`src/rtl/core/i2c_master_register_transfer_assert.svh`:
```
// assertion macros for the i2c register transfer master
// used by modules that check their own state, needs clk_i and rst_ni in scope
`ifndef I2C_MASTER_REGISTER_TRANSFER_ASSERT_SVH
`define I2C_MASTER_REGISTER_TRANSFER_ASSERT_SVH

// same-cycle implication
`define I2CM_ASSERT_NOW(label, ante, cons, msg) \
  label: assert property (@(posedge clk_i) disable iff (!rst_ni) (ante) |-> (cons)) \
    else $error(msg);

// next-cycle implication
`define I2CM_ASSERT_NEXT(label, ante, cons, msg) \
  label: assert property (@(posedge clk_i) disable iff (!rst_ni) (ante) |=> (cons)) \
    else $error(msg);

`endif

```
`src/rtl/core/i2cm_pkg.sv`:
```
// types and constants shared by the i2c register transfer master
// no dependencies
package i2cm_pkg;

  typedef enum logic [4:0] {
    PH_IDLE   = 5'd0,
    PH_ST_A   = 5'd1,
    PH_ST_B   = 5'd2,
    PH_ST_C   = 5'd3,
    PH_TX_HI  = 5'd4,
    PH_TX_LO  = 5'd5,
    PH_AK_REL = 5'd6,
    PH_AK_HI  = 5'd7,
    PH_AK_LO  = 5'd8,
    PH_WAIT   = 5'd9,
    PH_RX_REL = 5'd10,
    PH_RX_HI  = 5'd11,
    PH_RX_LO  = 5'd12,
    PH_NK_HI  = 5'd13,
    PH_NK_LO  = 5'd14,
    PH_SP_A   = 5'd15,
    PH_SP_B   = 5'd16,
    PH_SP_C   = 5'd17
  } phase_e;

  typedef enum logic [1:0] {
    KIND_ADDR  = 2'd0,
    KIND_REG   = 2'd1,
    KIND_RADDR = 2'd2,
    KIND_DATA  = 2'd3
  } kind_e;

  typedef enum logic [1:0] {
    CMD_TICK  = 2'd0,
    CMD_READ  = 2'd1,
    CMD_WRITE = 2'd2,
    CMD_BYTE  = 2'd3
  } cmd_e;

  localparam logic [2:0]  LastBit     = 3'd7;
  localparam logic [15:0] HalfDefault = 16'd1;

  typedef struct packed {
    phase_e      phase;
    logic [2:0]  bit_index;
    logic [7:0]  shift_byte;
    logic [7:0]  bytes_left;
    logic [15:0] phase_timer;
    logic        reading;
    logic [7:0]  dev_addr;
    logic [7:0]  reg_addr;
    logic [7:0]  pending_byte;
    logic        pending_valid;
    kind_e       byte_kind;
  } eng_state_t;

  typedef struct packed {
    cmd_e       cmd;
    logic [7:0] device_address;
    logic [7:0] register_address;
    logic [7:0] byte_count;
    logic [7:0] write_byte;
    logic       scl_sample;
    logic       sda_sample;
  } eng_in_t;

  typedef struct packed {
    logic       done_res;
    logic       busy_res;
    logic       need_byte;
    logic       read_valid;
    logic [7:0] read_byte;
    logic       sda_release;
    logic       scl_release;
  } eng_out_t;

endpackage

```
`src/rtl/core/i2cm_engine.sv`:
```
// next-state and line-level logic for one bus tick of the i2c master
// depends on i2cm_pkg
module i2cm_engine import i2cm_pkg::*; (
  input  eng_state_t  st_i,
  input  eng_in_t     in_i,
  input  logic [15:0] half_period_i,
  output eng_state_t  st_o,
  output eng_out_t    res_o
);

  eng_state_t  s;
  eng_state_t  n;
  eng_out_t    r;
  logic [15:0] hp;
  logic        nack;
  logic        expired;

  assign hp      = (half_period_i == '0) ? HalfDefault : half_period_i;
  assign expired = !(({1'b0, s.phase_timer} + 17'd1) < {1'b0, hp});

  always_comb begin
    s = st_i;
    // command first
    if (s.phase == PH_IDLE && (in_i.cmd == CMD_READ || in_i.cmd == CMD_WRITE)) begin
      s.dev_addr      = in_i.device_address;
      s.reg_addr      = in_i.register_address;
      s.bytes_left    = in_i.byte_count;
      s.reading       = (in_i.cmd == CMD_READ);
      s.pending_valid = 1'b0;
      s.byte_kind     = KIND_ADDR;
      s.bit_index     = '0;
      s.phase         = PH_ST_A;
      s.phase_timer   = '0;
    end else if (in_i.cmd == CMD_BYTE && s.phase != PH_IDLE && !s.reading &&
                 !s.pending_valid) begin
      s.pending_byte  = in_i.write_byte;
      s.pending_valid = 1'b1;
    end
  end

  assign nack = (s.bytes_left == '0);

  always_comb begin
    n = s;
    r = '0;
    r.scl_release = 1'b1;
    r.sda_release = 1'b1;
    unique case (s.phase)
      PH_ST_B:  r.sda_release = 1'b0;
      PH_ST_C, PH_SP_A: begin
        r.scl_release = 1'b0;
        r.sda_release = 1'b0;
      end
      PH_TX_HI: r.sda_release = s.shift_byte[7];
      PH_TX_LO: begin
        r.scl_release = 1'b0;
        r.sda_release = s.shift_byte[7];
      end
      PH_AK_REL, PH_AK_LO, PH_WAIT, PH_RX_REL, PH_RX_LO: r.scl_release = 1'b0;
      PH_NK_HI: r.sda_release = nack;
      PH_NK_LO: begin
        r.scl_release = 1'b0;
        r.sda_release = nack;
      end
      PH_SP_B:  r.sda_release = 1'b0;
      default: ;
    endcase
    r.busy_res  = (s.phase != PH_IDLE);
    r.need_byte = (s.phase == PH_WAIT) && !s.pending_valid;

    if (s.phase == PH_WAIT) begin
      if (s.pending_valid) begin
        n.pending_valid = 1'b0;
        n.bytes_left    = s.bytes_left - 8'd1;
        n.byte_kind     = KIND_DATA;
        n.shift_byte    = s.pending_byte;
        n.bit_index     = '0;
        n.phase         = PH_TX_HI;
        n.phase_timer   = '0;
      end
    end else if (s.phase != PH_IDLE) begin
      if (!expired) begin
        n.phase_timer = s.phase_timer + 16'd1;
      end else begin
        n.phase_timer = '0;
        unique case (s.phase)
          PH_ST_A: n.phase = PH_ST_B;
          PH_ST_B: n.phase = PH_ST_C;
          PH_ST_C: begin
            n.bit_index = '0;
            n.phase     = PH_TX_HI;
            if (s.byte_kind == KIND_RADDR) begin
              n.byte_kind  = KIND_RADDR;
              n.shift_byte = s.dev_addr | 8'h01;
            end else begin
              n.byte_kind  = KIND_ADDR;
              n.shift_byte = s.dev_addr;
            end
          end
          PH_TX_HI: n.phase = PH_TX_LO;
          PH_TX_LO: begin
            if (s.bit_index == LastBit) begin
              n.phase = PH_AK_REL;
            end else begin
              n.bit_index  = s.bit_index + 3'd1;
              n.shift_byte = {s.shift_byte[6:0], 1'b0};
              n.phase      = PH_TX_HI;
            end
          end
          PH_AK_REL: n.phase = PH_AK_HI;
          PH_AK_HI:  n.phase = PH_AK_LO;
          PH_AK_LO: begin
            priority if (s.byte_kind == KIND_ADDR) begin
              n.byte_kind  = KIND_REG;
              n.shift_byte = s.reg_addr;
              n.bit_index  = '0;
              n.phase      = PH_TX_HI;
            end else if (s.byte_kind == KIND_REG && s.reading) begin
              n.byte_kind = KIND_RADDR;
              n.phase     = PH_ST_A;
            end else if (s.byte_kind == KIND_RADDR) begin
              if (!nack) begin
                n.bytes_left = s.bytes_left - 8'd1;
                n.phase      = PH_RX_REL;
              end else begin
                n.phase = PH_SP_A;
              end
            end else begin
              n.phase = nack ? PH_SP_A : PH_WAIT;
            end
          end
          PH_RX_REL: begin
            n.bit_index  = '0;
            n.shift_byte = '0;
            n.phase      = PH_RX_HI;
          end
          PH_RX_HI: begin
            if (in_i.scl_sample) begin
              n.shift_byte = {s.shift_byte[6:0], in_i.sda_sample};
              if (s.bit_index == LastBit) begin
                r.read_valid = 1'b1;
                r.read_byte  = {s.shift_byte[6:0], in_i.sda_sample};
              end
              n.phase = PH_RX_LO;
            end else begin
              // clock stretched by the slave
              n.phase_timer = s.phase_timer;
            end
          end
          PH_RX_LO: begin
            if (s.bit_index == LastBit) begin
              n.phase = PH_NK_HI;
            end else begin
              n.bit_index = s.bit_index + 3'd1;
              n.phase     = PH_RX_HI;
            end
          end
          PH_NK_HI: n.phase = PH_NK_LO;
          PH_NK_LO: begin
            if (!nack) begin
              n.bytes_left = s.bytes_left - 8'd1;
              n.phase      = PH_RX_REL;
            end else begin
              n.phase = PH_SP_A;
            end
          end
          PH_SP_A: n.phase = PH_SP_B;
          PH_SP_B: n.phase = PH_SP_C;
          PH_SP_C: begin
            r.done_res      = 1'b1;
            n.pending_valid = 1'b0;
            n.phase         = PH_IDLE;
          end
          default: n.phase = PH_IDLE;
        endcase
      end
    end
  end

  assign st_o  = n;
  assign res_o = r;

endmodule

```
`src/rtl/core/i2c_master_register_transfer.sv`:
```
// top level of the i2c register transfer master: stream ports, state and result registers
// depends on i2cm_pkg, i2cm_engine and i2c_master_register_transfer_assert.svh
//
// Each input transaction on the s_axis channel is one tick of bus time: it carries a
// command (tuser) plus the sampled scl/sda levels and transfer arguments (tdata).
// For every accepted input transaction exactly one result transaction leaves on the
// m_axis channel, holding the scl/sda release levels to drive for that tick, a
// received byte with its valid flag, and need_byte/busy/done status.
// The result is registered at acceptance and offered on m_axis in the cycle after.
// Throughput: one transaction per cycle while the receiver keeps up; the tick logic is
// a single pass from the state register to the result register. Each bus phase but the
// write wait lasts at least half_period_ticks input transactions (0 acts as 1). The
// user must write it through the cfg channel only while no transfer runs; the block does
// not enforce this, and cfg_ready_o is always high. Reset puts the engine idle with both
// lines released and half_period_ticks at 1. When the receiver stalls, the result is
// held and s_axis_tready_o drops, so no tick is taken until the pending result leaves.
`include "i2c_master_register_transfer_assert.svh"

module i2c_master_register_transfer import i2cm_pkg::*; (
  input  logic        clk_i,
  input  logic        rst_ni,
  input  logic        cfg_valid_i,
  output logic        cfg_ready_o,
  input  logic [15:0] cfg_data_i,        // half_period_ticks
  input  logic        s_axis_tvalid_i,
  output logic        s_axis_tready_o,
  // device_address, register_address, byte_count, write_byte, scl_sample, sda_sample
  input  logic [39:0] s_axis_tdata_i,
  input  logic [1:0]  s_axis_tuser_i,    // cmd
  output logic        m_axis_tvalid_o,
  input  logic        m_axis_tready_i,
  // scl_release, sda_release, read_byte, read_valid, need_byte, busy_res, done_res
  output logic [15:0] m_axis_tdata_o
);

  eng_state_t  st_q, st_d;
  eng_in_t     ein;
  eng_out_t    res_d, res_q;
  logic [15:0] half_q;
  logic        m_valid_q;
  logic        in_acc;

  assign cfg_ready_o     = 1'b1;
  assign s_axis_tready_o = !m_valid_q || m_axis_tready_i;
  assign in_acc          = s_axis_tvalid_i && s_axis_tready_o;

  assign ein.cmd              = cmd_e'(s_axis_tuser_i);
  assign ein.device_address   = s_axis_tdata_i[7:0];
  assign ein.register_address = s_axis_tdata_i[15:8];
  assign ein.byte_count       = s_axis_tdata_i[23:16];
  assign ein.write_byte       = s_axis_tdata_i[31:24];
  assign ein.scl_sample       = s_axis_tdata_i[32];
  assign ein.sda_sample       = s_axis_tdata_i[33];

  i2cm_engine u_engine (
    .st_i          (st_q),
    .in_i          (ein),
    .half_period_i (half_q),
    .st_o          (st_d),
    .res_o         (res_d)
  );

  always_ff @(posedge clk_i or negedge rst_ni) begin
    if (!rst_ni) begin
      st_q       <= '0;
      half_q     <= HalfDefault;
      m_valid_q  <= 1'b0;
    end else begin
      if (cfg_valid_i) begin
        half_q <= cfg_data_i;
      end
      if (in_acc) begin
        st_q      <= st_d;
        m_valid_q <= 1'b1;
      end else if (m_axis_tready_i) begin
        m_valid_q <= 1'b0;
      end
    end
  end

  always_ff @(posedge clk_i) begin
    if (in_acc) begin
      res_q <= res_d;
    end
  end

  assign m_axis_tvalid_o = m_valid_q;
  assign m_axis_tdata_o  = {2'b00, res_q};

  `I2CM_ASSERT_NOW(a_read_while_busy, m_valid_q && res_q.read_valid, res_q.busy_res,
                   "read byte reported outside a transfer")
  `I2CM_ASSERT_NOW(a_done_while_busy, m_valid_q && res_q.done_res, res_q.busy_res,
                   "stop completion reported outside a transfer")
  `I2CM_ASSERT_NOW(a_need_holds_scl, m_valid_q && res_q.need_byte, !res_q.scl_release,
                   "clock released while waiting for a write byte")
  `I2CM_ASSERT_NOW(a_idle_no_pending, st_q.phase == PH_IDLE, !st_q.pending_valid,
                   "write byte pending while idle")
  `I2CM_ASSERT_NEXT(a_stall_holds, m_valid_q && !m_axis_tready_i,
                    m_valid_q && $stable(res_q), "result changed while the receiver stalled")

endmodule

```
`config.mk`:
```
export PLATFORM = sky130hd
export DESIGN_NAME = i2c_master_register_transfer
export DESIGN_NICKNAME = d
export VERILOG_FILES = /design/src/rtl/core/i2cm_pkg.sv /design/src/rtl/core/i2cm_engine.sv /design/src/rtl/core/i2c_master_register_transfer.sv
export VERILOG_INCLUDE_DIRS = /design/src /design/src/rtl/core
export SDC_FILE = /design/constraint.sdc
export NUM_CORES = 1
export LEC_CHECK = 0
export BUFFER_PORTS_ARGS = -buffer_cell sky130_fd_sc_hd__buf_2
export CORE_UTILIZATION = 50
export CTS_CLUSTER_DIAMETER = 100
export CTS_CLUSTER_SIZE = 25
export DETAILED_ROUTE_END_ITERATION = 12
export PLACE_DENSITY = 0.7
export RECOVER_POWER = 50
export SKIP_LAST_GASP = 1
export SYNTH_ARGS = -nofsm -noshare
export SYNTH_HDL_FRONTEND = slang
export SYNTH_SLANG_ARGS = --single-unit
```
`constraint.sdc`:
```
create_clock -name clk_i -period 6.6 [get_ports clk_i]
set_input_delay 0.33 -clock clk_i [delete_from_list [all_inputs] [get_ports clk_i]]
set_output_delay 0.33 -clock clk_i [all_outputs]
set_load 0.01 [all_outputs]
```
Word-level counts from Yosys, hierarchy flattened

Index checks and enable logic that the tools add are counted.

Logic and storage cells: 138
Register bits after elaboration: 99
Output and inout bits: 19
Input bits: 63

Add/subtract/negate cells: 4
Reduce and logical (&&, ||, !) cells: 31
Magnitude comparators: 1
Eq/ne operators: 28
Bitwise gates (word level): 4
Muxes and demuxes: 50

Operators with widths:

| operator                                                        | number |
|---|---|
| 40-bit two-way mux                                              | 3 |
| 5-bit case mux with 15 select lines                             | 1 |
| 16-bit two-way mux                                              | 4 |
| 8-bit two-way mux                                               | 7 |
| 41-bit two-way mux                                              | 1 |
| 5-bit by 4-bit == test with 1-bit output, second input constant | 8 |
| 8-bit case mux with 5 select lines                              | 1 |
| 24-bit two-way mux                                              | 1 |
| 11-bit two-way mux                                              | 2 |
| 3-bit two-way mux                                               | 7 |
| 5-bit by 3-bit == test with 1-bit output, second input constant | 4 |
| 5-bit two-way mux                                               | 4 |
| 9-bit two-way mux                                               | 2 |
| 16-bit by 1-bit adder with 17-bit output, second input constant | 1 |
| 17-bit by 16-bit < comparator with 1-bit output                 | 1 |
| 16-bit by 1-bit adder with 16-bit output, second input constant | 1 |
| 16-bit zero test                                                | 1 |
| 8-bit case mux with 2 select lines                              | 1 |
| 2-bit two-way mux                                               | 6 |
| 3-bit case mux with 4 select lines                              | 1 |
| 5-bit by 2-bit == test with 1-bit output, second input constant | 2 |
| 5-bit == test, second input constant                            | 2 |
| 5-bit nonzero test                                              | 2 |
| 9-bit OR reduction                                              | 1 |
| 27 further kinds                                                | 54 |

Logic depth before layout (Yosys ltp)

Word-level depth: 13
Depth in mapped cells: 22
Depth with buffers taken out: 19

Cells and area by module

Synthesis repeated with hierarchy kept, for this count alone.

Cells, all modules: 756
Area, all modules: 6998.0 um^2

Modules (own cells, without submodules):

| module                       | cells each | sequential area each (um^2) | area each (um^2) | times used |
|---|---|---|---|---|
| i2c_master_register_transfer | 201        | 2548.7                      | 3651.0           | 1 |
| i2cm_engine                  | 555        | 0.0                         | 3347.0           | 1 |

Worst setup path before layout

Ideal clock, no wire load.

Path type: input port to flip-flop
From: input s_axis_tuser_i[1]
To: register st_q[48] (netlist name)
Setup slack: 1.920 ns
Stages: 19
Data required time: 6.474 ns
Data arrival time: 4.554 ns
Path buffers: 1
Cell sequence: inv_1 ha_1 nor2_1 nand2_1 clkbuf_1 and2_1 ha_1 nand4_1 a2111oi_2 nand2_1 xor2_1 ha_1 a21oi_1 o21ai_0 o2111ai_1 a211oi_1 or3_1 or2_2 a221o_1

Cells in the longest elaborated chain, start to end: 13
Elaborated cells on any way between the ends: 34
Those cells by class: 2 x add/sub; 1 x order compare; 8 x eq/ne; 14 x mux; 9 x reduce/logical

Ends and longest elaborated chain:

| element                                                                                           | RTL line                           | source |
|---|---|---|
| start, declared                                                                                   | i2c_master_register_transfer.sv:29 | `input logic [1:0] s_axis_tuser_i,` |
| parallel branches: the longest is 12 deep, another holds 16-bit by 1-bit adder with 17-bit output | --                                 |  |
| 40-bit two-way mux (*)                                                                            | i2cm_engine.sv:71                  | `if (s.phase == PH_WAIT) begin` |
| end signal, assigned                                                                              | i2c_master_register_transfer.sv:73 | `st_q <= st_d;` |
| end, declared                                                                                     | i2c_master_register_transfer.sv:36 | `eng_state_t st_q, st_d;` |

Every way passes the cells marked *. The select of a mux whose other input is x is not followed.
A chain may end at the register's enable or synchronous reset.

Worst setup path after layout

From: register st_q[64] (netlist name)
To: register st_q[30] (netlist name)

Cells in the longest elaborated chain, start to end: 8
Elaborated cells on any way between the ends: 22
Those cells by class: 2 x add/sub; 1 x order compare; 2 x eq/ne; 10 x mux; 7 x reduce/logical

Ends and longest elaborated chain:

| element                                                                       | RTL line                             | source |
|---|---|---|
| 5-bit zero test or 5-bit nonzero test (tied branches)                         | i2cm_engine.sv:24, i2cm_engine.sv:34 |  |
| 1-bit logical AND (on tied branches)                                          | i2cm_engine.sv:24, i2cm_engine.sv:34 |  |
| 41-bit two-way mux, or another cell as far along                              | i2cm_engine.sv:24                    | `if (s.phase == PH_IDLE && (in_i.cmd == CMD_READ \|\| in_i.cmd == CMD_WRITE)) begin` |
| 16-bit by 1-bit adder with 17-bit output, or another cell as far along        | i2cm_engine.sv:19                    | `assign expired = !(({1'b0, s.phase_timer} + 17'd1) < {1'b0, hp});` |
| 17-bit by 16-bit < comparator with 1-bit output, or another cell as far along | i2cm_engine.sv:19                    |  |
| 16-bit two-way mux or 1-bit two-way mux (tied branches)                       | i2cm_engine.sv:82, i2cm_engine.sv:24 |  |
| 40-bit two-way mux (on tied branches)                                         | i2cm_engine.sv:81, i2cm_engine.sv:72 |  |
| 40-bit two-way mux (*)                                                        | i2cm_engine.sv:71                    |  |

Every way passes the cells marked *; elsewhere a longest branch is shown, timed or not. The select of a mux whose other input is x is not followed.

==> impl_metrics.py <==
metrics = {
    "worst_setup_path": {
        "critical_path.startpoint": "st_q[64]$_DFFE_PN0P_",
        "cp.required_ns": 6.85,
        "r2r_slack_ns": 0.87,
        "end_kind": "flip-flop",
        "critPathKind": "flip-flop to flip-flop",
        "crit_path_start_kind": "flip-flop",
        "path_max_fanout": 24,
        "worstSetupEndpoint": "st_q[30]$_DFFE_PN0P_",
        "timing.rr.end": "st_q[30]$_DFFE_PN0P_",
        "r2r_start": "st_q[64]$_DFFE_PN0P_",
        "reg2regPathDepth": 17,
        "crit_arrival_ns": 5.99,
    },
    "clock_network": {
        "h-tree-depth": 3,
        "post_cts_buffers": 0,
        "cts.sinks": 99,
        "worstSkewPairLatency_ns": 0.36,
        "clk_path_buf_depth": 2,
        "tritoncts": "built",
        "clk_pin_slew_ns": 0.07,
        "numCtsBuffers": 9,
        "hold_buffers": 1,
        "cts-resized-gates": 0,
        "root_buffer": "clkbuf_16",
    },
    "sta": {
        "final-setup-viol-count": 0,
        "setup_ws_ns": 0.8666,
        "max_slew_margin": -0.8599,
        "hold_viol": 0,
        "rsz0062_at_grt": "no",
        "finalSetupTns_ns": 0,
        "fmax_mhz": 174.4,
        "post-route-min-period_ns": 5.733,
        "hold_ws_ns": 0.1660,
        "fin_crit_sh": 0.8687,
        "fin_worst_skew_ns": 0.01113,
        "worst_pin_slew_ns": 2.790,
        "final_max_slew_viol_count": 88,
    },
    "placed_design": {
        "gp_congestion": 0.9544,
        "dp_cells": 923,
        "io_buffer_count": 72,
        "dp_slack_ns": 1.171,
        "hpwl_um": 11350,
    },
    "global_routing": {
        "grt_max_degree": 53,
        "track_usage": 0.2516,
        "grt_overflow": 0,
        "grt_first_pass_wirelength_um": 26280,
        "antenna_found_initial": 0,
        "grt_pass1_vias": 5306,
    },
    "min_path": {
        "hold_path.class": "input pin to flip-flop",
        "holdPathStages": 2,
    },
    "synth": {
        "yosys_warnings": 0,
        "synth_top_area_cell": "dfrtp_1",
        "synth_top_area_frac": 0.3225,
        "yosys_most_used_dff": "dfrtp_1",
        "syn_area_um2": 6519,
        "synth_cells": 709,
        "yosysUniqueCellTypes": 82,
        "ys_ff_latch": 99,
        "synth_edf_count": 14,
        "seq_area_frac_synth": 0.3910,
        "synth-async-reset-ratio": 0.8586,
        "avgSynthCellArea_um2": 9.194,
        "synthTopCellsByArea": "dfrtp_1 32%, edfxtp_1 6.4%, mux2_2 5.9%",
    },
    "layout": {
        "num-nets-final": 846,
        "stdcell_count": 940,
        "layout-drive-gt1-share": 0.1745,
        "diodes": 0,
        "syn2layout_area_growth_pct": 11.21,
    },
    "detailed_routing": {
        "ant_nets": 0,
        "routed_wl_um": 16150,
        "wl_per_cell_um": 17.18,
        "vias_per_cell": 5.994,
        "first_pass_iters": 5,
        "drt_first_iter_violations": 440,
        "drc": 0,
        "dr_total_vias": 5634,
    },
    "floorplan": {
        "die_width_um": 116.2,
        "dieArea_um2": 13500,
        "core_um2": 12670,
        "row_count": 41,
        "ios": 82,
        "die_h_um": 116.2,
        "start_util": 0.5145,
    },
    "power_and_ir_drop": {
        "irDropWorstVdd_uv": 190.5,
        "p_sw_frac": 0.3698,
        "switching_power_w": 0.0007446,
        "p_per_area_nw_per_um2": 277.8,
        "p_leak_nw": 3.062,
        "intPower_w": 0.001269,
        "seqPwrFrac": 0.389,
        "p_clk_frac": 0.266,
        "pwr-share-comb": 0.345,
        "power_w": 0.002014,
    },
    "run": {
        "drv_cap": 2,
    },
    "outcome": {
        "violations": "capacitance limit, slew limit",
        "status": "finished, violations left",
    },
}
-- area by class of cell --
type                    count  area (um2)
repair buffers             82       407.9
inverters                  32       120.1
fillers                  1167        5421
multi-input cells         539        3657
well taps                 172       215.2
flip-flops and latches     99        2549
clock inverters             4       32.53
clock buffers              12       267.8
-- critical path: stages (launching register included) --
cell and delay, ns:
dfrtp_1 0.35, clkbuf_1 0.77, nor4_4 0.18, nand2_1 0.14
and2_1 0.15, ha_1 0.28, nand4_1 0.18, a2111oi_2 0.56
nand2_1 0.13, xor2_1 0.22, ha_1 0.28, a21oi_1 0.14
o21ai_0 0.15, o2111ai_1 0.54, a21oi_4 0.16, o31ai_2 0.67
nand2_1 0.38, a22o_1 0.32
-- synth_stat cells (4+ instances only) --
| cell | number |
|---|---|
| xor2_1 | 11 |
| nand2b_1 | 5 |
| a2bb2oi_1 | 5 |
| nor4_1 | 14 |
| o21ai_0 | 48 |
| inv_1 | 32 |
| a31oi_1 | 5 |
| clkbuf_1 | 19 |
| or4_1 | 5 |
| a21oi_1 | 30 |
| nand2_1 | 75 |
| nand3_1 | 17 |
| a211oi_1 | 6 |
| a22o_1 | 9 |
| mux2_2 | 34 |
| mux2i_1 | 34 |
| o31ai_1 | 4 |
| and2_1 | 13 |
| or3_1 | 5 |
| buf_2 | 10 |
| xnor2_1 | 5 |
| nor2b_1 | 7 |
| nor2_1 | 44 |
| nand4_1 | 6 |
| edfxtp_1 | 14 |
| dfrtp_1 | 84 |
| o22ai_1 | 22 |
| a21o_1 | 5 |
| buf_4 | 7 |
| ha_1 | 20 |
| and3_1 | 11 |
| o211ai_1 | 13 |
| o21ai_1 | 4 |
| nor3_1 | 20 |
-- cell usage in the layout, fill, tap and decap left out, drive strengths merged, types with 3 or more instances in the layout --
| cell | instances |
|---|---|
| ha | 20 |
| nor4 | 15 |
| nor3b | 4 |
| nand3 | 17 |
| buf | 61 |
| nand2b | 5 |
| nand4 | 6 |
| conb | 3 |
| and3 | 11 |
| clkbuf | 32 |
| mux2 | 34 |
| o211ai | 14 |
| a21boi | 3 |
| o32ai | 3 |
| a211oi | 7 |
| inv | 32 |
| nor2b | 7 |
| xnor2 | 5 |
| o31ai | 5 |
| dfrtp | 84 |
| a22o | 9 |
| nand2 | 76 |
| a21o | 5 |
| edfxtp | 14 |
| a21oi | 33 |
| xor2 | 11 |
| o22ai | 22 |
| mux2i | 35 |
| nor2 | 47 |
| and2 | 13 |
| or2 | 3 |
| or3 | 5 |
| nor3 | 20 |
| a2bb2oi | 5 |
| a31oi | 6 |
| o21ai | 53 |
| or4 | 5 |
-- flip-flops by register name, summed over array words and instances, names as in the netlist --
signal           count
half_q              16
m_axis_tdata_o      14
m_axis_tvalid_o      1
st_q                68
-- worst min path at each step --
stage | start | endpoint | slack (ns)
after floorplan | rst_ni | half_q[10]$_DFFE_PN0P_ | 0.03
after global placement | rst_ni | st_q[65]$_DFFE_PN0P_ | 0.32
after detailed placement | rst_ni | st_q[65]$_DFFE_PN0P_ | 0.32
after CTS | s_axis_tvalid_i | m_axis_tvalid_o$_DFFE_PN0P_ | 0.17
after global routing | s_axis_tvalid_i | m_axis_tvalid_o$_DFFE_PN0P_ | 0.17
final | s_axis_tvalid_i | m_axis_tvalid_o$_DFFE_PN0P_ | 0.17
-- kinds of logic (layout without fill, tap and decap cells) --
group,Yosys count,in the layout,synth area share
simple gates,240,240,0.1871
compound gates,191,191,0.1992
flops,99,99,0.3910
buf+inv,72,130,0.04856
mux,69,69,0.1131
fa+ha+maj,20,20,0.03839
xor+xnor,16,16,0.02150
other cells,2,3,0.001152
-- metal layers --
metal / track usage / wire length [um] / vias to the layer above
met1: 0.3463 / 7351 / 2672
met5: 0 / 0 / -
li1: - / - / 2727
met4: 0.1043 / 389 / 0
met2: 0.3992 / 7485 / 205
met3: 0.03581 / 923 / 30
-- metrics by stage --
step           instance area, um2  utilization
2_1_floorplan                6523            -
3_5_place_dp                 6972       0.5502
3_3_place_gp                 6972       0.5502
5_1_grt                      7249       0.5721
6_report                     7249       0.5721
4_1_cts                      7282       0.5747
-- power by group through the flow --
stage | clock [W] | combinational (W) | sequential [W]
after floorplan | 0 | 0.000545 | 0.000760
after global placement | 0 | 0.000662 | 0.000787
after detailed placement | 0 | 0.000689 | 0.000790
after CTS | 0.000542 | 0.000694 | 0.000779
after global routing | 0.000562 | 0.000787 | 0.000795
final | 0.000536 | 0.000695 | 0.000782
Note: power is estimated with default switching activity, not from simulation.
